**config.mk**
```make
export PLATFORM = sky130hd
export DESIGN_NAME = smss_ram
export DESIGN_NICKNAME = d
export VERILOG_FILES = /design/src/sv/smss_ram.sv
export SDC_FILE = /design/constraint.sdc
export NUM_CORES = 1
export LEC_CHECK = 0
export BUFFER_PORTS_ARGS = -buffer_cell sky130_fd_sc_hd__clkbuf_2
export CAP_MARGIN = 20
export CORE_ASPECT_RATIO = 1.75
export CORE_MARGIN = 3
export CORE_UTILIZATION = 47
export DETAILED_ROUTE_END_ITERATION = 10
export PLACE_DENSITY = 0.61
export REMOVE_ABC_BUFFERS = 1
export SLEW_MARGIN = 20
export SYNTH_ARGS = -nofsm -noshare
export SYNTH_HDL_FRONTEND = slang
export SYNTH_SLANG_ARGS = --single-unit
```
**constraint.sdc**
```tcl
create_clock -name i_clk -period 2.7 [get_ports i_clk]
set_clock_uncertainty 0.05 [all_clocks]
set_input_delay 0.675 -clock i_clk [delete_from_list [all_inputs] [get_ports i_clk]]
set_output_delay 0.675 -clock i_clk [all_outputs]
set_load 0.005 [all_outputs]
```
**src/sv/smss_ram.sv**
```systemverilog
module smss_ram #(
    parameter int WIDTH = 8,
    parameter int DEPTH = 16
) (
    input  logic                     i_clk,
    input  logic                     i_we,
    input  logic [$clog2(DEPTH)-1:0] i_waddr,
    input  logic [WIDTH-1:0]         i_wdata,
    input  logic                     i_re,
    input  logic [$clog2(DEPTH)-1:0] i_raddr,
    output logic [WIDTH-1:0]         o_rdata
);

    logic [WIDTH-1:0] r_mem [DEPTH];
    logic [WIDTH-1:0] r_rdata;

    always_ff @(posedge i_clk) begin
        if (i_we) begin
            r_mem[i_waddr] <= i_wdata;
        end
        if (i_re) begin
            r_rdata <= r_mem[i_raddr];
        end
    end

    assign o_rdata = r_rdata;

endmodule

```
# [After elaboration in Yosys (flattened, before gate mapping)]
# Memory sizes are Yosys's and may differ from the RTL's. A register that Yosys moved wholly into a read port is not among the register bits.
# Index checks and enable logic that the tools add are counted.
[op_classes] n_mux=2
[ops] op="two-way mux 1 bit" count=2
[totals] ram_bits=128 input_bits=19 mem_count=1 ff_bits=0 word_cells=3
[mem_list] name="r_mem" words=16 width=8 rd=1 rd_ports_with_merged_regs=1 write_ports=1 line="14" rtl="logic [WIDTH-1:0] r_mem [DEPTH];"

# [Depth between registers and ports, before layout]
[logic_depth] depth_word=2 mapped_depth=5 depth_no_buf=3

# [Least setup slack after synthesis]
# OpenSTA, ideal clock, no wires.
[synth_path] path_kind="input to register" start="input port i_waddr[2]" end="memory r_mem[0][0] (enable)" setup_time_ns=0.383 t_arrival_ns=1.785 required_ns=2.267 path_slack_ns=0.482 stages=2 n_path_buf=0 cell_sequence="or3b_2 > nor3_1"
[synth_lines] item="start: declaration" line="7" rtl="input logic [$clog2(DEPTH)-1:0] i_waddr,"
[synth_lines] item="end: declaration" line="14"
# No word-level cell before the write port.

==> out/results.tsv <==
stage	metric	value	unit
setup_path	r2r-end	o_rdata[4]	
logic_synthesis	yosys.cell_types.count	18	
global_route	antenna_found_initial	0	
clock_tree	cts_buffers	17	
setup_path	cp-end-kind	flip-flop	
logic_synthesis	synthSimpleGateAreaFrac	3.14	%
clock_tree	cts_root_buf	clkbuf_16	
clock_tree	cts_hold_buf	0	
timing	worst_slew_pin_slew	0.754	ns
logic_synthesis	yosys.area_share.adder	0	%
route	via_per_inst	5.62	
logic_synthesis	seq_area_frac_synth	78.1	%
logic_synthesis	synthXorXnorAreaFrac	0	%
timing	period_minus_slack	1.90	ns
timing	final_hold_viol_count	0	
floorplanning	die_w	85.7	um
route	drc	0	
logic_synthesis	post_synth_instance_area	0.00523	mm2
clock_tree	clkSlewWorstSetupHoldPaths	0.05	ns
final_layout	area_growth	17.5	%
clock_tree	clock_path_buffers	2	
power	peakVddDrop	0.540	mV
clock_tree	ctsResizeCount	0	
placement	placedInstanceArea	0.00566	mm2
logic_synthesis	muxShareOfSynthArea	14.8	%
placement	place_congestion	0.756	
flow_run	max-cap-violations	0	
global_route	grt_max_degree	33	
placement	io_buffers	26	
logic_synthesis	synth_top_family_by_area	multiplexers	
route	drt_iter0_drc	154	
timing	slew_violations	0	
final_layout	finalInstanceArea	0.00614	mm2
logic_synthesis	syn_avg_cell_area	22.8	um2
logic_synthesis	synth_warnings	0	
setup_path	r2r-start	r_mem[1][4]	
setup_path	cp_max_fo	32	
logic_synthesis	synthCells	229	
timing	fin_tns_setup	0	ns
power	p_leak	2.10	nW
logic_synthesis	synth_area_leaders	edfxtp_1 78%, mux4_2 7.8%, mux4_1 7.0%, a22oi_1 2.3%, nor2_1 0.93%	
setup_path	worstPathArrival	1.99	ns
clock_tree	clk-insertion-delay-late	0.40	ns
route	wl_per_cell	22.9	um
setup_path	crit_type	input pin to flip-flop	
clock_tree	post_cts_buffers	0	
global_route	gr-total-overflow	0	
global_route	grt_pass1_vias	2534	
final_layout	final_nets	310	
logic_synthesis	yosys.area.top_type	edfxtp_1	
clock_tree	cts_tree	yes	
outcome	outcome	complete, no violations	
worst_hold_path	worstHoldEndpoint	r_mem[3][3]	
floorplanning	dieArea	0.0125	mm2
route	postRouteWirelength	9900	um
final_layout	mostFrequentLayoutCells	136 x edfxtp_1, 26 x clkbuf_2, 25 x buf_4	
placement	place_hpwl	6620	um
floorplanning	row_count	50	
setup_path	start_kind	input pin	
worst_hold_path	min_from	i_wdata[3]	
logic_synthesis	ys_ff_latch	136	
power	finalPower	4.49	mW
floorplanning	ios	27	
timing	fmax	0.526	GHz
global_route	grt_util_all_layers	17.1	%
final_layout	drive_above_1_share	30.8	%
timing	relSlewSlack	49.7	%
clock_tree	cts_sinks	136	
global_route	grt_first_pass_wirelength	14900	um
final_layout	final_common_cell	edfxtp_1	
worst_hold_path	hold_depth	1	
route	drtAntennaViolNets	0	
route	num_vias	2427	
worst_hold_path	min_path_type	input pin to flip-flop	
logic_synthesis	synth_top_area_share	78.1	%
setup_path	rrSetupSlack	1.15	ns
power	powerDensity	731	mW/mm2
timing	post-route-period-util	70.5	%
floorplanning	core_area	0.0108	mm2
floorplanning	fp.dieH	146	um
logic_synthesis	synth_compound_area_share	2.30	%
clock_tree	h-tree-depth	4	
final_layout	antenna_cells	0	
setup_path	rr_worst_depth	3	
timing	setup_violations	0	
timing	rsz0062_at_grt	false	
route	first_pass_iters	4	
setup_path	required	2.79	ns
floorplanning	start_util	48.6	%
worst max-delay path, stage by stage:
cell and delay (ns):
clkbuf_2 0.10, buf_12 0.24, mux4_2 0.55, a22oi_1 0.29, nand2_1 0.11
flip-flops by register name (all words and copies together), names as in the netlist:
signal / flops
o_rdata: 8
r_mem: 128
report_power, final:
| group | internal (mW) | switching (mW) | total, mW |
|---|---|---|---|
| clock network | 1.14 | 0.737 | 1.88 |
| logic | 0.0946 | 0.120 | 0.215 |
| registers | 2.38 | 0.0130 | 2.40 |
| total | 3.62 | 0.870 | 4.49 |
kinds of logic (layout without fill, tap and decap cells):
group                  count (synthesis)  after routing
buffers and inverters                 10             83
AO/OA/AOI/OAI                         16             16
flip-flops                           136            136
multiplexers                          32             32
AND/OR/NAND/NOR                       35             35
cell type report:
cell class                 instances  area [um2]
clock buffer                      23         448
clock inverter                     7        31.3
fill                             822        4620
multi-input combinational         83        1060
sequential                       136        4080
tap                              130         163
timing repair buffer              53         358
synth_stat cells, drive strengths merged:
cell / number
or3b: 1
nor2b: 1
nor2: 13
nand3b: 2
mux4: 32
nand2b: 2
nand3: 1
edfxtp: 136
a22oi: 16
buf: 7
nand2: 9
nor3: 4
clkdlybuf4s25: 3
and2b: 1
and2: 1
worst max-delay path by stage:
stage	startpoint	end	slack (ns)
after detailed placement	i_raddr[0]	o_rdata[2]	0.37
after global placement	i_raddr[0]	o_rdata[2]	0.39
after floorplan	i_waddr[2]	r_mem[0][0]	0.48
after global routing	i_raddr[0]	o_rdata[2]	0.77
final	i_raddr[0]	o_rdata[4]	0.80
after CTS	i_raddr[0]	o_rdata[2]	0.81
through the flow:
| stage | worst slack, ns | utilization [%] | std cells | hold slack [ns] |
|---|---|---|---|---|
| 2_1_floorplan | 0.482 | - | 219 | 0.655 |
| 3_3_place_gp | 0.389 | 52.6 | 402 | 0.674 |
| 3_5_place_dp | 0.374 | 52.6 | 402 | 0.697 |
| 4_1_cts | 0.809 | 57.1 | 432 | 0.637 |
| 5_1_grt | 0.766 | 57.1 | 432 | 0.653 |
| 6_report | 0.797 | 57.1 | 432 | 0.637 |
per-layer routing:
layer | GRT usage (%) | share of wire [%] | up-vias
met4 | 6.66 | 1.2 | 0
li1 | - | - | 1106
met5 | 0 | 0 | -
met3 | 4.08 | 3.1 | 8
met1 | 20.7 | 40 | 1256
met2 | 29.3 | 56 | 57
(Power assumes the default switching activity.)
