### config.mk
export PLATFORM = sky130hd
export DESIGN_NAME = smss_pipe
export DESIGN_NICKNAME = d
export VERILOG_FILES = /design/src/sv/smss_pkg.sv /design/src/sv/smss_pipe.sv
export SDC_FILE = /design/constraint.sdc
export NUM_CORES = 1
export LEC_CHECK = 0
export BUFFER_PORTS_ARGS = -buffer_cell sky130_fd_sc_hd__buf_2
export CORE_ASPECT_RATIO = 0.5
export CORE_MARGIN = 8
export CORE_UTILIZATION = 48
export CTS_CLUSTER_SIZE = 25
export DETAILED_ROUTE_END_ITERATION = 7
export PLACE_DENSITY = 0.79
export SYNTH_ARGS = -nofsm -noshare
export SYNTH_HDL_FRONTEND = slang
export SYNTH_SLANG_ARGS = --single-unit
export TNS_END_PERCENT = 30
### constraint.sdc
create_clock -name i_clk -period 14.1 [get_ports i_clk]
set_input_delay 1.41 -clock i_clk [delete_from_list [all_inputs] [get_ports i_clk]]
set_output_delay 1.41 -clock i_clk [all_outputs]
set_load 0.02 [all_outputs]
### src/sv/smss_pkg.sv
package smss_pkg;

    localparam int SAMPLE_SLOTS_DEF = 128;

    localparam int POS_W = 32;
    localparam int LVL_W = 10;
    localparam int MEM_W = POS_W + LVL_W;
    localparam int CFG_W = 16;
    localparam int PADDR_W = 4;
    localparam int PDATA_W = 32;

    localparam logic [1:0] OP_TICK = 2'd0;
    localparam logic [1:0] OP_START = 2'd1;
    localparam logic [1:0] OP_STOP = 2'd2;
    localparam logic [1:0] OP_READ = 2'd3;

    localparam logic [1:0] REG_SEGMENT = 2'd0;
    localparam logic [1:0] REG_SETTLE = 2'd1;
    localparam logic [1:0] REG_RATE = 2'd2;

    localparam logic [CFG_W-1:0] SEGMENT_RST = 16'd100;
    localparam logic [CFG_W-1:0] SETTLE_RST = 16'd1000;
    localparam logic [CFG_W-1:0] RATE_RST = 16'd1000;

    localparam logic [2:0] PHASE_IDLE = 3'd0;
    localparam logic [2:0] PHASE_SETTLE = 3'd1;
    localparam logic [2:0] PHASE_MOVE = 3'd2;
    localparam logic [2:0] PHASE_SAMPLE = 3'd3;
    localparam logic [2:0] PHASE_DONE = 3'd4;

    typedef enum logic [4:0] {
        PH_IDLE   = 5'b00001,
        PH_SETTLE = 5'b00010,
        PH_MOVE   = 5'b00100,
        PH_SAMPLE = 5'b01000,
        PH_DONE   = 5'b10000
    } t_phase;

    typedef struct packed {
        logic              move_start;
        logic [31:0]       move_count;
        logic              move_direction;
        logic              move_abort;
        logic signed [31:0] deviation;
        logic              deviation_flag;
        logic [2:0]        phase;
        logic [7:0]        samples_taken;
        logic              rd_hit;
    } t_result;

    function automatic logic [2:0] phase_code(input t_phase ph);
        logic [2:0] code;
        case (ph)
            PH_IDLE:   code = PHASE_IDLE;
            PH_SETTLE: code = PHASE_SETTLE;
            PH_MOVE:   code = PHASE_MOVE;
            PH_SAMPLE: code = PHASE_SAMPLE;
            PH_DONE:   code = PHASE_DONE;
            default:   code = PHASE_IDLE;
        endcase
        return code;
    endfunction

endpackage

### src/sv/smss_pipe.sv
module smss_pipe (
    input  logic                       i_clk,
    input  logic                       i_rst_n,
    input  logic                       i_accept,
    input  smss_pkg::t_result          i_res,
    input  logic [smss_pkg::MEM_W-1:0] i_rd_data,
    input  logic                       i_stall,
    output logic                       o_ready,
    output logic                       o_valid,
    output smss_pkg::t_result          o_res,
    output logic [smss_pkg::POS_W-1:0] o_stored_position,
    output logic [smss_pkg::LVL_W-1:0] o_stored_level
);

    import smss_pkg::*;

    logic          r_s1_valid, n_s1_valid;
    t_result       r_s1;
    logic          r_out_valid, n_out_valid;
    t_result       r_out;
    logic [POS_W-1:0] r_out_pos;
    logic [LVL_W-1:0] r_out_lvl;
    logic          s1_adv;

    // stage one waits on the store read register, then moves to the output register
    always_comb begin
        s1_adv      = r_s1_valid && (!r_out_valid || !i_stall);
        o_ready     = !r_s1_valid || s1_adv;
        n_s1_valid  = i_accept || (r_s1_valid && !s1_adv);
        n_out_valid = s1_adv || (r_out_valid && i_stall);
    end

    always_ff @(posedge i_clk) begin
        if (!i_rst_n) begin
            r_s1_valid  <= 1'b0;
            r_out_valid <= 1'b0;
        end else begin
            r_s1_valid  <= n_s1_valid;
            r_out_valid <= n_out_valid;
        end
    end

    always_ff @(posedge i_clk) begin
        if (i_accept) begin
            r_s1 <= i_res;
        end
        if (s1_adv) begin
            r_out     <= r_s1;
            r_out_pos <= r_s1.rd_hit ? i_rd_data[MEM_W-1:LVL_W] : '0;
            r_out_lvl <= r_s1.rd_hit ? i_rd_data[LVL_W-1:0] : '0;
        end
    end

    assign o_valid           = r_out_valid;
    assign o_res             = r_out;
    assign o_stored_position = r_out_pos;
    assign o_stored_level    = r_out_lvl;

    a_s1_holds: assert property (@(posedge i_clk) disable iff (!i_rst_n)
        r_s1_valid && !s1_adv |=> r_s1_valid && $stable(r_s1))
        else $error("waiting transaction lost in stage one");

    a_no_accept_when_blocked: assert property (@(posedge i_clk) disable iff (!i_rst_n)
        i_accept |-> o_ready)
        else $error("transaction taken while stage one blocked");

endmodule

# After elaboration in Yosys (flattened, before gate mapping)
# Cells that the tools add are included.
[totals]
in_bits = 126
reg_bits = 204
elab_cells = 33
out_inout_bits = 124
[classes]
reduce_logical = 11
[op_table]
columns = ["operator", "n"]
rows = [
  ["$logic_not 1->1", 4],
  ["$logic_or 1x1->1", 4],
  ["$logic_and 1x1->1", 3],
]

# Logic depth before layout (Yosys ltp)
[logic_depth]
depth_word = 6
mapped_depth = 2
depth_no_buf = 2

# Worst setup path after synthesis
# No wires, ideal clock.
[synth_path]
path_type = "input -> register"
start = "input port i_stall"
end = "register r_out, in the netlist o_res[0], enable pin"
required_time_ns = 13.310
slack_ns = 3.115
t_arrival_ns = 10.195
setup_time_ns = 0.790
stages = 1
cell_sequence = "a21boi_0"
[synth_between]
elab_chain_len = 3
[synth_rtl]
columns = ["element", "line_no", "source"]
rows = [
  ["start, declared", "smss_pipe.sv:7", "input logic i_stall,"],
  ["$logic_not 1->1", "smss_pipe.sv:27", "s1_adv = r_s1_valid && (!r_out_valid || !i_stall);"],
  ["$logic_or 1x1->1", "smss_pipe.sv:27", ""],
  ["$logic_and 1x1->1", "smss_pipe.sv:27", ""],
  ["end signal, assigned", "smss_pipe.sv:48", "r_out <= r_s1;"],
  ["end, declared", "smss_pipe.sv:20", "t_result r_out;"],
]
# No other way between the ends.
# A chain may end at the register's enable or synchronous reset.

# Worst setup path in the final report
[layout_path]
start = "input port i_stall"
end = "output port o_ready"
[layout_between]
elab_chain_len = 4
[layout_rtl]
columns = ["element", "line_no", "source"]
rows = [
  ["$logic_not 1->1", "smss_pipe.sv:27", ""],
  ["$logic_or 1x1->1", "smss_pipe.sv:27", ""],
  ["$logic_and 1x1->1", "smss_pipe.sv:27", ""],
  ["$logic_or 1x1->1", "smss_pipe.sv:28", "o_ready = !r_s1_valid || s1_adv;"],
  ["end, declared", "smss_pipe.sv:8", "output logic o_ready,"],
]
# No other way between the ends.

==> flow_metrics.py <==
metrics = {
    "placement": {
        "gp_congestion": 0.755,
        "dp_cells": 679,
        "io_buffers": 249,
        "dp_hpwl_mm": 9.90,
    },
    "global_route": {
        "grt_overflow": 0,
        "grt_max_degree": 82,
        "grt_pass1_vias": 3516,
        "antenna_found_initial": 3,
        "grt_pass1_wl_mm": 20.2,
        "grt_usage_pct": 14.8,
    },
    "critical_path": {
        "end_kind": "output pin",
        "path_class": "input port to output pin",
        "crit_top_cell": "buf_2",
        "critPathRequiredTime_ns": 12.69,
        "worstSetupStartpointType": "input port",
        "worstPathCellList": "buf_2 > nand3_1 > buf_2",
        "crit_buf_inv": 2,
        "arrival_ns": 1.80,
        "crit_family": "buffers and inverters",
        "cpMaxStageDelayCell": "buf_2",
        "cp_max_fo": 3,
        "crit_path_max_incr_delay_ns": 0.17,
    },
    "sta": {
        "worstMarginPinSlew_ns": 1.00,
        "min_period_ns": 3.21,
        "whs_ns": 0.418,
        "setup-violations-final": 0,
        "timing.final.crit_share_pct": 22.8,
        "final_hold_viol_count": 0,
        "drv_slew": 0,
        "slew-limit-headroom_pct": 33.4,
        "fmax_mhz": 311,
        "tns_ns": 0,
        "rsz0062_at_grt": "false",
        "worst_clock_skew_ns": 0.00824,
    },
    "floorplanning": {
        "num_rows": 30,
        "dieHeight_um": 98.1,
        "start_util_pct": 48.5,
        "die_area_sq_um": 17700,
        "pin_count": 250,
        "die_w_um": 180,
        "core_area_sq_um": 13400,
    },
    "clock_tree": {
        "tritoncts.num_buffers": 18,
        "insertion_delay_ns": 0.47,
        "cts_root_buffer": "clkbuf_16",
        "cts.sinks": 204,
        "cts_tree": "yes",
        "clock_path_buffers": 3,
        "path_clk_slew_ns": 0.07,
        "cts_hold_buf": 0,
        "htree_levels": 1,
        "cts_setup_buffers": 0,
        "cts.repair.resized": 0,
    },
    "power": {
        "power_density_nw_per_um2": 147,
        "p_leak_nw": 3.36,
        "switching_share_pct": 20.6,
        "switchingPower_w": 0.000256,
        "ir_worst_vdd_v": 0.0000762,
        "seq_power_share_pct": 58.2,
        "clock_power_share_pct": 35.3,
        "intPower_w": 0.000987,
        "comb_power_share_pct": 6.4,
    },
    "logic_synthesis": {
        "synth_cell_types": 9,
        "ys_warn_count": 0,
        "synthesis.area_sq_um": 6480,
        "synth_top_area_share_pct": 93.7,
        "synth_cells": 256,
        "syn_avg_cell_area_sq_um": 25.3,
        "ys_seq_area_share_pct": 94.3,
        "ys_seq_elements": 204,
        "yosysTopAreaCell": "edfxtp_1",
        "syn_nets": 382,
        "synth_area_leaders": "edfxtp_1, and2_2, dfxtp_1",
    },
    "layout": {
        "synthToLayoutAreaGrowth_pct": 31.0,
        "drive_above_1_share_pct": 59.2,
        "final_cells": 713,
        "fin_nets": 649,
        "nFillCells": 947,
    },
    "detailed_routing": {
        "viasPerCell": 4.56,
        "routed_wl_mm": 13.8,
        "antenna_left": 0,
        "drtIter0Drc": 195,
        "drcViolationCount": 0,
        "routedWlPerCell_um": 19.4,
        "vias": 3250,
        "drt_pass1_iterations": 6,
    },
    "status": {
        "outcome": "complete, no violations",
    },
    "flow_run": {
        "drv_cap": 0,
    },
    "min_path": {
        "hp-class": "flip-flop to flip-flop",
    },
}
cells by family (layout without fill, tap and decap cells):
family | count (synthesis) | after routing | synth area share [%]
AND/OR/NAND/NOR | 44 | 44 | 5.04
AO/OA/AOI/OAI | 3 | 3 | 0.309
other | 0 | 3 | 0
buffers and inverters | 5 | 283 | 0.367
flip-flops | 204 | 204 | 94.3
routing by layer:
metal	GRT usage (%)	vias up	part of all wire, %
li1	-	1527	-
met1	13.0	1601	32
met2	31.5	99	60
met3	4.22	23	5.4
met4	4.55	0	2.0
met5	0	-	0
sequential cells by signal, summed over array words and instances, names as in the netlist:
signal	cells
r_s1_valid	1
o_stored_level	10
o_res	80
o_stored_position	32
r_s1	80
o_valid	1
power groups by stage:
stage / Combinational (W) / Sequential, W / Clock, W
5_1_grt: 0.0000850 / 0.000727 / 0.000472
2_1_floorplan: 0.0000139 / 0.000763 / 0
4_1_cts: 0.0000815 / 0.000724 / 0.000453
3_3_place_gp: 0.0000794 / 0.000734 / 0
6_report: 0.0000800 / 0.000724 / 0.000439
3_5_place_dp: 0.0000813 / 0.000737 / 0
Yosys cell counts:
cell,instances
nor2b_1,1
dfxtp_1,2
a21boi_0,2
a21oi_1,1
and2_2,42
edfxtp_1,202
nand3_1,1
inv_1,1
clkbuf_2,4
cell type report:
| type | count | area, sq um | area share, % |
|---|---|---|---|
| flip-flops and latches | 204 | 6110 | 72.0 |
| clock buffers | 23 | 490 | 5.78 |
| diodes | 3 | 7.51 | 0.0885 |
| well taps | 176 | 220 | 2.60 |
| inverters | 1 | 3.75 | 0.0442 |
| repair buffers | 251 | 1260 | 14.9 |
| multi-input cells | 47 | 358 | 4.22 |
| clock inverters | 8 | 33.8 | 0.398 |
cell usage in the layout (no fill, tap or decap), drive strengths merged:
cell    instances
dfxtp           2
a21boi          2
nor2b           1
inv             1
a21oi           1
edfxtp        202
and2           42
clkbuf         23
diode           3
buf           251
nand3           1
clkinv          8
final timing paths:
path,startpoint,endpoint,slack [ns],depth (start not counted)
setup reg to reg,r_s1_valid,o_stored_level[3],11.75,3
setup / recovery,i_stall,o_ready,10.89,3
hold / removal,r_s1[22],o_res[22],0.42,0
hold reg to reg,r_s1[22],o_res[22],0.42,0
stage by stage:
step           setup slack (ns)  area (sq um)  util (%)  total power [W]
2_1_floorplan              3.11          6480         -         0.000777
3_3_place_gp              10.66          7950      59.5         0.000813
3_5_place_dp              10.61          7950      59.5         0.000818
4_1_cts                   10.89          8480      63.4          0.00126
5_1_grt                   10.88          8480      63.5          0.00128
6_report                  10.89          8480      63.5          0.00124
No activity file was read; power rests on OpenSTA's default activity.
