**src/sv/smss_pkg.sv**
```systemverilog
package smss_pkg;

    localparam int SAMPLE_SLOTS_DEF = 128;

    localparam int POS_W = 32;
    localparam int LVL_W = 10;
    localparam int MEM_W = POS_W + LVL_W;
    localparam int CFG_W = 16;
    localparam int PADDR_W = 4;
    localparam int PDATA_W = 32;

    localparam logic [1:0] OP_TICK = 2'd0;
    localparam logic [1:0] OP_START = 2'd1;
    localparam logic [1:0] OP_STOP = 2'd2;
    localparam logic [1:0] OP_READ = 2'd3;

    localparam logic [1:0] REG_SEGMENT = 2'd0;
    localparam logic [1:0] REG_SETTLE = 2'd1;
    localparam logic [1:0] REG_RATE = 2'd2;

    localparam logic [CFG_W-1:0] SEGMENT_RST = 16'd100;
    localparam logic [CFG_W-1:0] SETTLE_RST = 16'd1000;
    localparam logic [CFG_W-1:0] RATE_RST = 16'd1000;

    localparam logic [2:0] PHASE_IDLE = 3'd0;
    localparam logic [2:0] PHASE_SETTLE = 3'd1;
    localparam logic [2:0] PHASE_MOVE = 3'd2;
    localparam logic [2:0] PHASE_SAMPLE = 3'd3;
    localparam logic [2:0] PHASE_DONE = 3'd4;

    typedef enum logic [4:0] {
        PH_IDLE   = 5'b00001,
        PH_SETTLE = 5'b00010,
        PH_MOVE   = 5'b00100,
        PH_SAMPLE = 5'b01000,
        PH_DONE   = 5'b10000
    } t_phase;

    typedef struct packed {
        logic              move_start;
        logic [31:0]       move_count;
        logic              move_direction;
        logic              move_abort;
        logic signed [31:0] deviation;
        logic              deviation_flag;
        logic [2:0]        phase;
        logic [7:0]        samples_taken;
        logic              rd_hit;
    } t_result;

    function automatic logic [2:0] phase_code(input t_phase ph);
        logic [2:0] code;
        case (ph)
            PH_IDLE:   code = PHASE_IDLE;
            PH_SETTLE: code = PHASE_SETTLE;
            PH_MOVE:   code = PHASE_MOVE;
            PH_SAMPLE: code = PHASE_SAMPLE;
            PH_DONE:   code = PHASE_DONE;
            default:   code = PHASE_IDLE;
        endcase
        return code;
    endfunction

endpackage

```
**src/sv/smss_ctrl.sv**
```systemverilog
module smss_ctrl #(
    parameter int SAMPLE_SLOTS = smss_pkg::SAMPLE_SLOTS_DEF,
    parameter int IW = $clog2(SAMPLE_SLOTS)
) (
    input  logic                          i_clk,
    input  logic                          i_rst_n,
    input  logic                          i_accept,
    input  logic [1:0]                    i_operation,
    input  logic                          i_direction,
    input  logic signed [31:0]            i_encoder_position,
    input  logic [9:0]                    i_analog_level,
    input  logic                          i_pulses_done,
    input  logic [6:0]                    i_read_index,
    input  logic [smss_pkg::CFG_W-1:0]    i_segment_pulses,
    input  logic [smss_pkg::CFG_W-1:0]    i_settle_ticks,
    output smss_pkg::t_result             o_res,
    output logic                          o_mem_we,
    output logic [IW-1:0]                 o_mem_waddr,
    output logic [smss_pkg::MEM_W-1:0]    o_mem_wdata,
    output logic                          o_mem_re,
    output logic [IW-1:0]                 o_mem_raddr
);

    import smss_pkg::*;

    localparam logic [IW-1:0] LAST_IDX = IW'(SAMPLE_SLOTS - 1);

    t_phase            r_phase, n_phase;
    logic [IW-1:0]     r_idx, n_idx;
    logic [CFG_W-1:0]  r_settle, n_settle;
    logic [31:0]       r_origin, n_origin;
    logic              r_dir, n_dir;

    logic [IW-1:0]     tgt_idx;
    logic [CFG_W+IW-1:0] prod;
    logic [31:0]       span;
    logic [31:0]       target;
    logic [31:0]       diff;
    logic [31:0]       diff_abs;
    logic              diff_big;
    logic [CFG_W-1:0]  settle_inc;
    logic              we, re;
    t_result           res;

    // ideal target of the current slot while moving, of the next slot while sampling
    always_comb begin
        tgt_idx  = (r_phase == PH_MOVE) ? r_idx : IW'(r_idx + 1'b1);
        prod     = i_segment_pulses * tgt_idx;
        span     = 32'(prod);
        target   = r_dir ? (r_origin - span) : (r_origin + span);
        diff     = target - i_encoder_position;
        diff_abs = diff[31] ? (32'd0 - diff) : diff;
        diff_big = !(diff == 32'd0 || diff == 32'd1 || diff == 32'hFFFF_FFFF);
        settle_inc = (r_settle != {CFG_W{1'b1}}) ? (r_settle + 1'b1) : r_settle;
    end

    always_comb begin
        n_phase  = r_phase;
        n_idx    = r_idx;
        n_settle = r_settle;
        n_origin = r_origin;
        n_dir    = r_dir;
        we       = 1'b0;
        re       = 1'b0;
        o_mem_waddr = r_idx;
        res      = '0;
        case (i_operation)
            OP_START: begin
                n_idx    = '0;
                n_origin = i_encoder_position;
                n_dir    = i_direction;
                n_settle = '0;
                n_phase  = PH_SETTLE;
                we       = 1'b1;
                o_mem_waddr = '0;
            end
            OP_STOP: begin
                res.move_abort = 1'b1;
                n_phase        = PH_IDLE;
            end
            OP_READ: begin
                re         = 1'b1;
                res.rd_hit = ({25'd0, i_read_index} < 32'(SAMPLE_SLOTS));
            end
            OP_TICK: begin
                case (r_phase)
                    PH_SETTLE: begin
                        n_settle = settle_inc;
                        if (settle_inc >= i_settle_ticks) begin
                            n_idx              = IW'(1);
                            res.move_start     = 1'b1;
                            res.move_count     = 32'(i_segment_pulses);
                            res.move_direction = r_dir;
                            n_phase            = PH_MOVE;
                        end
                    end
                    PH_MOVE: begin
                        if (i_pulses_done) begin
                            res.deviation      = diff;
                            res.deviation_flag = diff_big;
                            n_phase            = PH_SAMPLE;
                        end
                    end
                    PH_SAMPLE: begin
                        we = 1'b1;
                        if (r_idx >= LAST_IDX) begin
                            n_phase = PH_DONE;
                        end else begin
                            n_idx              = IW'(r_idx + 1'b1);
                            res.move_start     = 1'b1;
                            res.move_count     = diff_abs;
                            res.move_direction = r_dir;
                            n_phase            = PH_MOVE;
                        end
                    end
                    default: begin
                    end
                endcase
            end
            default: begin
            end
        endcase
        res.phase         = phase_code(n_phase);
        res.samples_taken = (n_phase == PH_DONE) ? 8'(SAMPLE_SLOTS) : 8'(n_idx);
    end

    always_ff @(posedge i_clk) begin
        if (!i_rst_n) begin
            r_phase  <= PH_IDLE;
            r_idx    <= '0;
            r_settle <= '0;
            r_origin <= '0;
            r_dir    <= 1'b0;
        end else if (i_accept) begin
            r_phase  <= n_phase;
            r_idx    <= n_idx;
            r_settle <= n_settle;
            r_origin <= n_origin;
            r_dir    <= n_dir;
        end
    end

    assign o_res       = res;
    assign o_mem_we    = i_accept && we;
    assign o_mem_wdata = {i_encoder_position, i_analog_level};
    assign o_mem_re    = i_accept && re;
    assign o_mem_raddr = IW'(i_read_index);

    a_start_settles: assert property (@(posedge i_clk) disable iff (!i_rst_n)
        i_accept && i_operation == OP_START |=> r_phase == PH_SETTLE && r_idx == '0)
        else $error("start did not enter settling");

    a_stop_idles: assert property (@(posedge i_clk) disable iff (!i_rst_n)
        i_accept && i_operation == OP_STOP |=> r_phase == PH_IDLE)
        else $error("stop did not return to idle");

    a_move_enters_move: assert property (@(posedge i_clk) disable iff (!i_rst_n)
        i_accept && res.move_start |=> r_phase == PH_MOVE && r_idx != '0)
        else $error("move command without moving phase");

    a_mem_one_port: assert property (@(posedge i_clk) disable iff (!i_rst_n)
        !(o_mem_we && o_mem_re))
        else $error("sample store written and read by one transaction");

endmodule

```
**config.mk**
```make
export PLATFORM = sky130hd
export DESIGN_NAME = smss_ctrl
export DESIGN_NICKNAME = d
export VERILOG_FILES = /design/src/sv/smss_pkg.sv /design/src/sv/smss_ctrl.sv
export SDC_FILE = /design/constraint.sdc
export NUM_CORES = 1
export LEC_CHECK = 0
export BUFFER_PORTS_ARGS = -buffer_cell sky130_fd_sc_hd__buf_2
export CORE_ASPECT_RATIO = 1.25
export CORE_MARGIN = 8
export CORE_UTILIZATION = 30
export DETAILED_ROUTE_END_ITERATION = 12
export PLACE_DENSITY = 0.52
export SYNTH_ARGS = -nofsm -noshare
export SYNTH_HDL_FRONTEND = slang
export SYNTH_SLANG_ARGS = --single-unit
```
**constraint.sdc**
```tcl
create_clock -name i_clk -period 31.1 [get_ports i_clk]
set_clock_uncertainty 0.2 [all_clocks]
set_input_delay 1.555 -clock i_clk [delete_from_list [all_inputs] [get_ports i_clk]]
set_output_delay 1.555 -clock i_clk [all_outputs]
set_load 0.02 [all_outputs]
```
* After elaboration in Yosys (flattened, before gate mapping)
Index checks and enable logic that the tools add are counted.
Word-level totals: bits in registers 61, bits of input ports 88, output and inout bits 138, word-level logic and storage cells 67
Cells by class: add/sub/neg operators 6, multiply operators 1, order comparisons 2, eq/ne operators 14, muxes and demuxes 29, reductions and logical operators 10
Operator list (count):
- 34-bit two-way mux | 3
- 33-bit two-way mux | 3
- 34-bit case mux with 2 select lines | 1
- 32-bit two-way mux | 2
- 32-bit by 23-bit adder with 32-bit output | 1
- 32-bit by 1-bit == test with 1-bit output, second input constant | 1
- 32-bit == test, second input constant | 1
- 32-bit logical NOT | 1
- 16-bit two-way mux | 2
- 16-bit case mux with 2 select lines | 1
- 1-bit by 32-bit subtractor with 32-bit output, first input constant | 1
- 32-bit by 23-bit subtractor with 32-bit output | 1
- 32-bit subtractor | 1
- 5-bit case mux with 3 select lines | 2
- 7-bit two-way mux | 4
- 7-bit case mux with 2 select lines | 2
- 16-bit by 7-bit multiplier with 23-bit output | 1
- 16-bit by 1-bit adder with 16-bit output, second input constant | 1
- 16-bit greater-or-equal comparator | 1
- 16-bit != test, second input constant | 1
- 5-bit two-way mux | 3
- 3-bit case mux with 4 select lines | 1
- 5-bit by 2-bit == test with 1-bit output, second input constant | 2
- 5-bit by 3-bit == test with 1-bit output, second input constant | 2
- other kinds (17) | 23

* Logic depth before layout (Yosys ltp)
Gate-level depths: netlist of run 1.
word-level depth 13, gate-level depth with buffers 54, depth with buffers taken out 50

* Worst setup path before layout of run 1
OpenSTA, ideal clock, no wires.
path type register -> output, from reg r_idx[0], to out o_res[55] in the netlist's numbering, arrival 10.927 ns, required time 29.345 ns, setup slack 18.418 ns, stages on the path, launching flop included 51, buffers on the path 4, path through dfxtp_1 > ha_1 > and3_1 > and3_1 > nand2_1 > xnor2_1 > clkbuf_1 > and2_1 > fa_1 > fa_1 > fa_1 > inv_1 > fa_1 > inv_1 > ha_1 > buf_2 > a2111oi_0 > o21ai_1 > [... 15 more ...] > a311o_1 > nand2b_1 > a21oi_1 > o21ai_0 > xnor2_1 > ha_1 > o21ai_0 > or3_1 > o211a_1 > a211oi_1 > and4_1 > mux2i_1 > nand3_1 > buf_4 > buf_2 > nand3_1 > xnor2_1 > o21ai_0
RTL lines:
- start, declared | line smss_ctrl.sv:29 | logic [IW-1:0] r_idx, n_idx;
- start signal, assigned | line smss_ctrl.sv:136 | r_idx <= n_idx;
- end, declared | line smss_ctrl.sv:16 | output smss_pkg::t_result o_res,

==> impl_metrics.ini, run 1 <==
[status]
run_status = complete, no violations

[grt]
antenna_found_initial = 0
grt_pass1_wl_mm = 71.4
grt_pass1_vias = 12800
gr-total-overflow = 0
grt_use_total_pct = 17.6
grt_max_degree = 61

[timing]
hold_viol_final = 0
fmax_mhz = 62.0
rsz0062_at_grt = no
drv_slew = 0
worst_pin_slew_ns = 1.23
period_share_pct = 51.8
fin_crit_ns = 16.12
fin_tns_setup_ns = 0
setup_violations = 0
slew_headroom_pct = 17.4

[yosys]
synth_cell_types = 90
synth_seq_cells = 61
async_reset_ff_share_pct = 0
ys_seq_area_share_pct = 9.38
postSynthAreaPerCell_um2 = 7.20
synth_edf_count = 0
synth_nets = 2093
synth_compound_area_share_pct = 22.3
synth_simple_gate_area_share_pct = 27.6
synth_flop_cell = dfxtp_1
yosys.area_share.xor_xnor_pct = 7.73
synthAdderAreaFrac_pct = 23.0
synth.area.mux_share_pct = 0.490
synth_top_family_by_area = simple AND/OR/NAND/NOR gates
synth_cells = 1809
syn_area_um2 = 13000
ys_warn_count = 0

[setup_path]
crit_family = simple AND/OR/NAND/NOR gates
worst-endpoint-required_ns = 29.35
r2r_slack_ns = 26.41
startpoint_type = flop
reg2reg_from = r_settle[4]
critPathCaptureType = primary output
crit_path_max_fanout = 20
crit_buf_inv = 4
path_common_cell = nor2_1
slowest_delay_ns = 0.95
cp.arrival_ns = 14.37
timing.rr.end = r_phase[2]
reg2regPathDepth = 19
cp_num_cells = 49
critPathSlowestCell = xnor2_1
worstSetupPathType = flop to primary output

[min_path]
hp-class = flop to flop
worstHoldEndpoint = r_origin[0]
holdCritStartpoint = r_origin[0]
hold_path_depth = 2

[final_layout]
area_growth_pct = 11.3
finalInstanceArea_um2 = 14500
drive_gt1_share_pct = 13.2
antenna_cells = 0
nets = 2199

[place]
placed_cell_area_um2 = 14200
hpwl_mm = 37.1
io_buffers = 191
gp_congestion = 0.921

[clock_network]
cts_root_buf = clkbuf_16
htree_num_levels = 3
cts_tree = done
cts_setup_buffers = 0
cts.clk_slew.worst_paths_ns = 0.07
cts.sinks = 61
cts.repair.resized = 0
numCtsBuffers = 9
clock_latency_ns = 0.37
ctsHoldBuffers = 0
cts_max_path_buffers = 2

[route]
drtIter0Drc = 864
ant_nets = 0
drc_errors = 0
drtPass1Iterations = 6
via_per_inst = 5.25
wl_mm = 45.1
via_count = 13000
wire_per_inst_um = 18.1

[floorplan]
rows = 85
die_height_um = 249
fp.coreArea_um2 = 43000
die_w_um = 202
die_area_um2 = 50400
start_util_pct = 30.3
top_level_ports = 226

[power]
power-per-cell-area_nw_per_um2 = 30.9
vdd_ir_drop_max_mv = 0.0191
power_leakage_nw = 6.98

[job]
cap_violations = 0
metrics by stage:
step / util, % / instances / total power [mW] / hold slack, ns / worst slack, ns
floorplan: - / 1809 / 0.255 / 0.243 / 18.42
global placement: 33.0 / 2469 / 0.333 / 0.256 / 15.71
detailed placement: 33.0 / 2469 / 0.333 / 0.264 / 15.64
CTS: 33.7 / 2485 / 0.448 / 0.272 / 15.14
global route: 33.7 / 2485 / 0.474 / 0.296 / 13.93
finish: 33.7 / 2485 / 0.447 / 0.268 / 14.98
routing by layer:
metal | part of all wire, % | global-route usage [%]
met3 | 4.1 | 2.43
met4 | 2.1 | 4.98
met5 | 0 | 0
met2 | 47 | 29.4
met1 | 46 | 23.2
placed cells by master, fill, tap and decap left out, types with 34 or more instances in the layout:
cell type and instances:
a21boi_0 38, a21o_1 36, a21oi_1 102, and2_1 100, buf_2 191, dfxtp_1 61, fa_1 71, ha_1 125
inv_1 164, nand2_1 215, nand3_1 72, nor2_1 130, nor2b_1 34, nor3_1 39, o21ai_0 93, xnor2_1 77
xor2_1 36
cells by family after synthesis:
kind of cell	Yosys count
and+or+nand+nor	720
AOI/OAI and AO/OA	437
buffers and inverters	273
adders and majority gates	197
xor gates and xnor gates	115
DFF	61
muxes	6
power by group:
part	switching [mW]	internal, mW	leakage [nW]
logic	0.168	0.0854	6.34
registers	0.00206	0.0805	0.496
clock network	0.0484	0.0633	0.145
total	0.218	0.229	6.98
synth_stat cells, types with 55 or more instances:
master	count	area (µm²)
nand2_1	216	811
dfxtp_1	61	1220
fa_1	71	1420
xnor2_1	79	692
nand3_1	73	365
a21oi_1	102	510
ha_1	125	1560
buf_4	55	413
nor2_1	131	492
inv_1	164	616
and2_1	100	626
o21ai_0	93	465
registers in the layout (all words and copies together) (netlist names):
name      flops
r_origin     32
r_settle     16
r_dir         1
r_idx         7
r_phase       5
worst max-delay path by stage:
stage / start / end
after detailed placement: r_idx[0] / o_res[48]
after CTS: r_idx[0] / o_res[48]
after global placement: r_idx[0] / o_res[63]
after floorplan: r_idx[0] / o_res[55]
after global routing: r_idx[0] / o_res[48]
final: r_idx[0] / o_res[63]
final cells by class:
cell class	count	area, µm²
clock buffers	9	225
clock inverters	7	82.6
fillers	4697	28500
inverters	164	616
multi-input cells	1475	10600
flip-flops and latches	61	1220
well taps	565	707
repair buffers	204	1050
tightest hold or removal path, stage by stage (launching register included):
cell and delay (ns):
dfxtp_1 0.31, nand2_1 0.05, a21boi_0 0.06
Note: power is estimated with default switching activity, not from simulation.
==> inputs of run 2 (changes only) <==
--- a/config.mk
+++ b/config.mk
@@ -5,12 +5,13 @@
 export SDC_FILE = /design/constraint.sdc
 export NUM_CORES = 1
 export LEC_CHECK = 0
+export ABC_AREA = 1
 export BUFFER_PORTS_ARGS = -buffer_cell sky130_fd_sc_hd__buf_2
 export CORE_ASPECT_RATIO = 1.25
 export CORE_MARGIN = 8
 export CORE_UTILIZATION = 30
 export DETAILED_ROUTE_END_ITERATION = 12
-export PLACE_DENSITY = 0.52
+export PLACE_DENSITY = 0.54
 export SYNTH_ARGS = -nofsm -noshare
 export SYNTH_HDL_FRONTEND = slang
 export SYNTH_SLANG_ARGS = --single-unit
==> constraint.sdc (replaced) <==
create_clock -name i_clk -period 14.62 [get_ports i_clk]
set_clock_uncertainty 0.2 [all_clocks]
set_input_delay 0.731 -clock i_clk [delete_from_list [all_inputs] [get_ports i_clk]]
set_output_delay 0.731 -clock i_clk [all_outputs]
set_load 0.02 [all_outputs]
==> impl_metrics.ini, run 2 <==
[setup_path]
critPathSlowestCell = fa_1
cp.arrival_ns = 11.78
r2r_slack_ns = 9.43
crit_path_max_fanout = 21
worstSetupPathType = flop to primary output
crit_family = simple AND/OR/NAND/NOR gates
startpoint_type = flop
reg2reg_from = r_settle[0]
slowest_delay_ns = 0.55
crit_buf_inv = 10
reg2regPathDepth = 24
critPathCaptureType = primary output
worst-endpoint-required_ns = 13.69
timing.rr.end = r_idx[1]

[power]
vdd_ir_drop_max_mv = 0.0512
power_leakage_nw = 8.37
power-per-cell-area_nw_per_um2 = 78.6

[clock_network]
numCtsBuffers = 9
cts.sinks = 61
cts_max_path_buffers = 2
clock_latency_ns = 0.35
cts_setup_buffers = 0
htree_num_levels = 3
cts.clk_slew.worst_paths_ns = 0.06
cts_root_buf = clkbuf_16
ctsHoldBuffers = 0
cts_tree = done
cts.repair.resized = 0

[route]
wl_met1_mm = 22.5
drtIter0Drc = 835
via_per_inst = 4.94
met2_length_mm = 24.9
ant_nets = 0
drc_errors = 0
drtPass1Iterations = 8
wl_met3_mm = 2.04
via_count = 14800
wl_mm = 50.1
wire_per_inst_um = 16.7
highest_layer = met5

[yosys]
async_reset_ff_share_pct = 0
synth_edf_count = 0
ys_warn_count = 0
postSynthAreaPerCell_um2 = 5.93
synth_top_area_share_pct = 14.8
yosys.area.top_type = nand2_1
synth.most_common_cell = nand2_1
ys_top_cells_by_count = nand2_1, inv_1, nor2_1
synth_cells = 2300
syn_area_um2 = 13600
synth_flop_cell = dfxtp_1
synth_nets = 2584
synth_cell_types = 48
ys_seq_area_share_pct = 8.95
netlist_top_cells_area = nand2_1, ha_1, inv_1
synth_seq_cells = 61

[grt]
grt_pass1_wl_mm = 78.6
antenna_found_initial = 2
grt_max_degree = 59
grt_pass1_vias = 14300
grt_use_total_pct = 18.8
gr-total-overflow = 0

[final_layout]
largest_register = r_origin
fillers = 5158
nets = 2695
mostFrequentLayoutCell = nand2_1
reg.largest.list = r_origin: 32 flops, r_settle: 16 flops, r_idx: 7 flops
area_growth_pct = 10.8
finalNonFillerCells = 2995
largest_reg_flops = 32
drive_gt1_share_pct = 10.5
final_cell_mix = nand2_1, inv_1, nor2_1

[timing]
setup_violations = 0
fmax_mhz = 78.7
drv_slew = 0
period_share_pct = 86.9
worst_pin_slew_ns = 1.17
rsz0062_at_grt = no
fin_crit_ns = 12.71
fin_tns_setup_ns = 0
slew_headroom_pct = 21.7
hold_viol_final = 0

[floorplan]
top_level_ports = 226
die_height_um = 254
rows = 87
die_w_um = 207
start_util_pct = 30.3
fp.coreArea_um2 = 45000
die_area_um2 = 52600

[min_path]
hp-class = flop to flop
worstHoldEndpoint = r_origin[0]
holdCritStartpoint = r_origin[0]
hold_path_depth = 2

[place]
io_buffers = 191
hpwl_mm = 43.0
gp_congestion = 0.918
dp_cells = 2978

[job]
cap_violations = 0

[status]
run_status = complete, no violations
-- run 2: cell count changes after synthesis, moves of 29 or more --
cell      previous run  this run
nor2_1             131       294
nand3_1             73       154
a21oi_1            102       198
xor2_1              36        73
a21o_1              36         7
inv_1              164       411
and2_1             100         0
nand2_1            216       539
xnor2_1             79        28
nor2b_1             34         0
a21boi_0            38         1
-- run 2: final cells by class --
class	count	area (µm²)	area share (%)
clock buffers	9	225	1.49
well taps	578	723	4.78
inverters	417	1570	10.4
clock inverters	7	80.1	0.530
flip-flops and latches	61	1220	8.08
multi-input cells	1722	10300	68.0
diodes	1	2.50	0.0166
repair buffers	200	1020	6.77
-- run 2: logic make-up after synthesis --
group,share of synthesized area (%)
simple gates,34.3
buf+inv,15.8
compound gates,12.4
fa+ha+maj,21.9
xor+xnor,6.72
flops,8.95
-- run 2: how the worst max path moves through the flow --
stage,startpoint,to,slack (ns),cells past startpoint
floorplan,r_idx[2],o_res[75],4.32,51
global placement,r_idx[0],o_res[75],2.52,49
detailed placement,r_idx[0],o_res[65],2.37,51
CTS,r_idx[0],o_res[65],1.97,51
global route,r_idx[0],o_res[75],0.74,50
finish,r_idx[0],o_res[65],1.91,51
-- run 2: report_power, final --
group | switching (mW) | internal [mW] | total [mW]
registers | 0.00291 | 0.170 | 0.173
clock network | 0.0925 | 0.135 | 0.227
logic | 0.563 | 0.224 | 0.787
-- run 2: through the flow --
step	hold WS, ns	area, µm²	util, %	total power, mW	setup WS, ns
after floorplan	0.235	13600	-	0.744	4.32
after global placement	0.254	14800	32.9	0.960	2.52
after detailed placement	0.253	14800	32.9	0.958	2.37
after CTS	0.262	15100	33.6	1.19	1.97
after global routing	0.290	15100	33.6	1.29	0.736
final	0.261	15100	33.6	1.19	1.91
-- run 2: layer usage --
metal	up-vias	GRT usage, %
li1	7430	-
met1	6972	24.2
met2	342	33.6
met3	40	2.01
met4	2	3.68
met5	-	0
-- run 2: worst min-delay path, delay by kind of cell (launching register included) --
kind,cells,cell delay [ns]
buffers and inverters,1,0.06
AO/OA/AOI/OAI,1,0.06
flip-flops,1,0.30
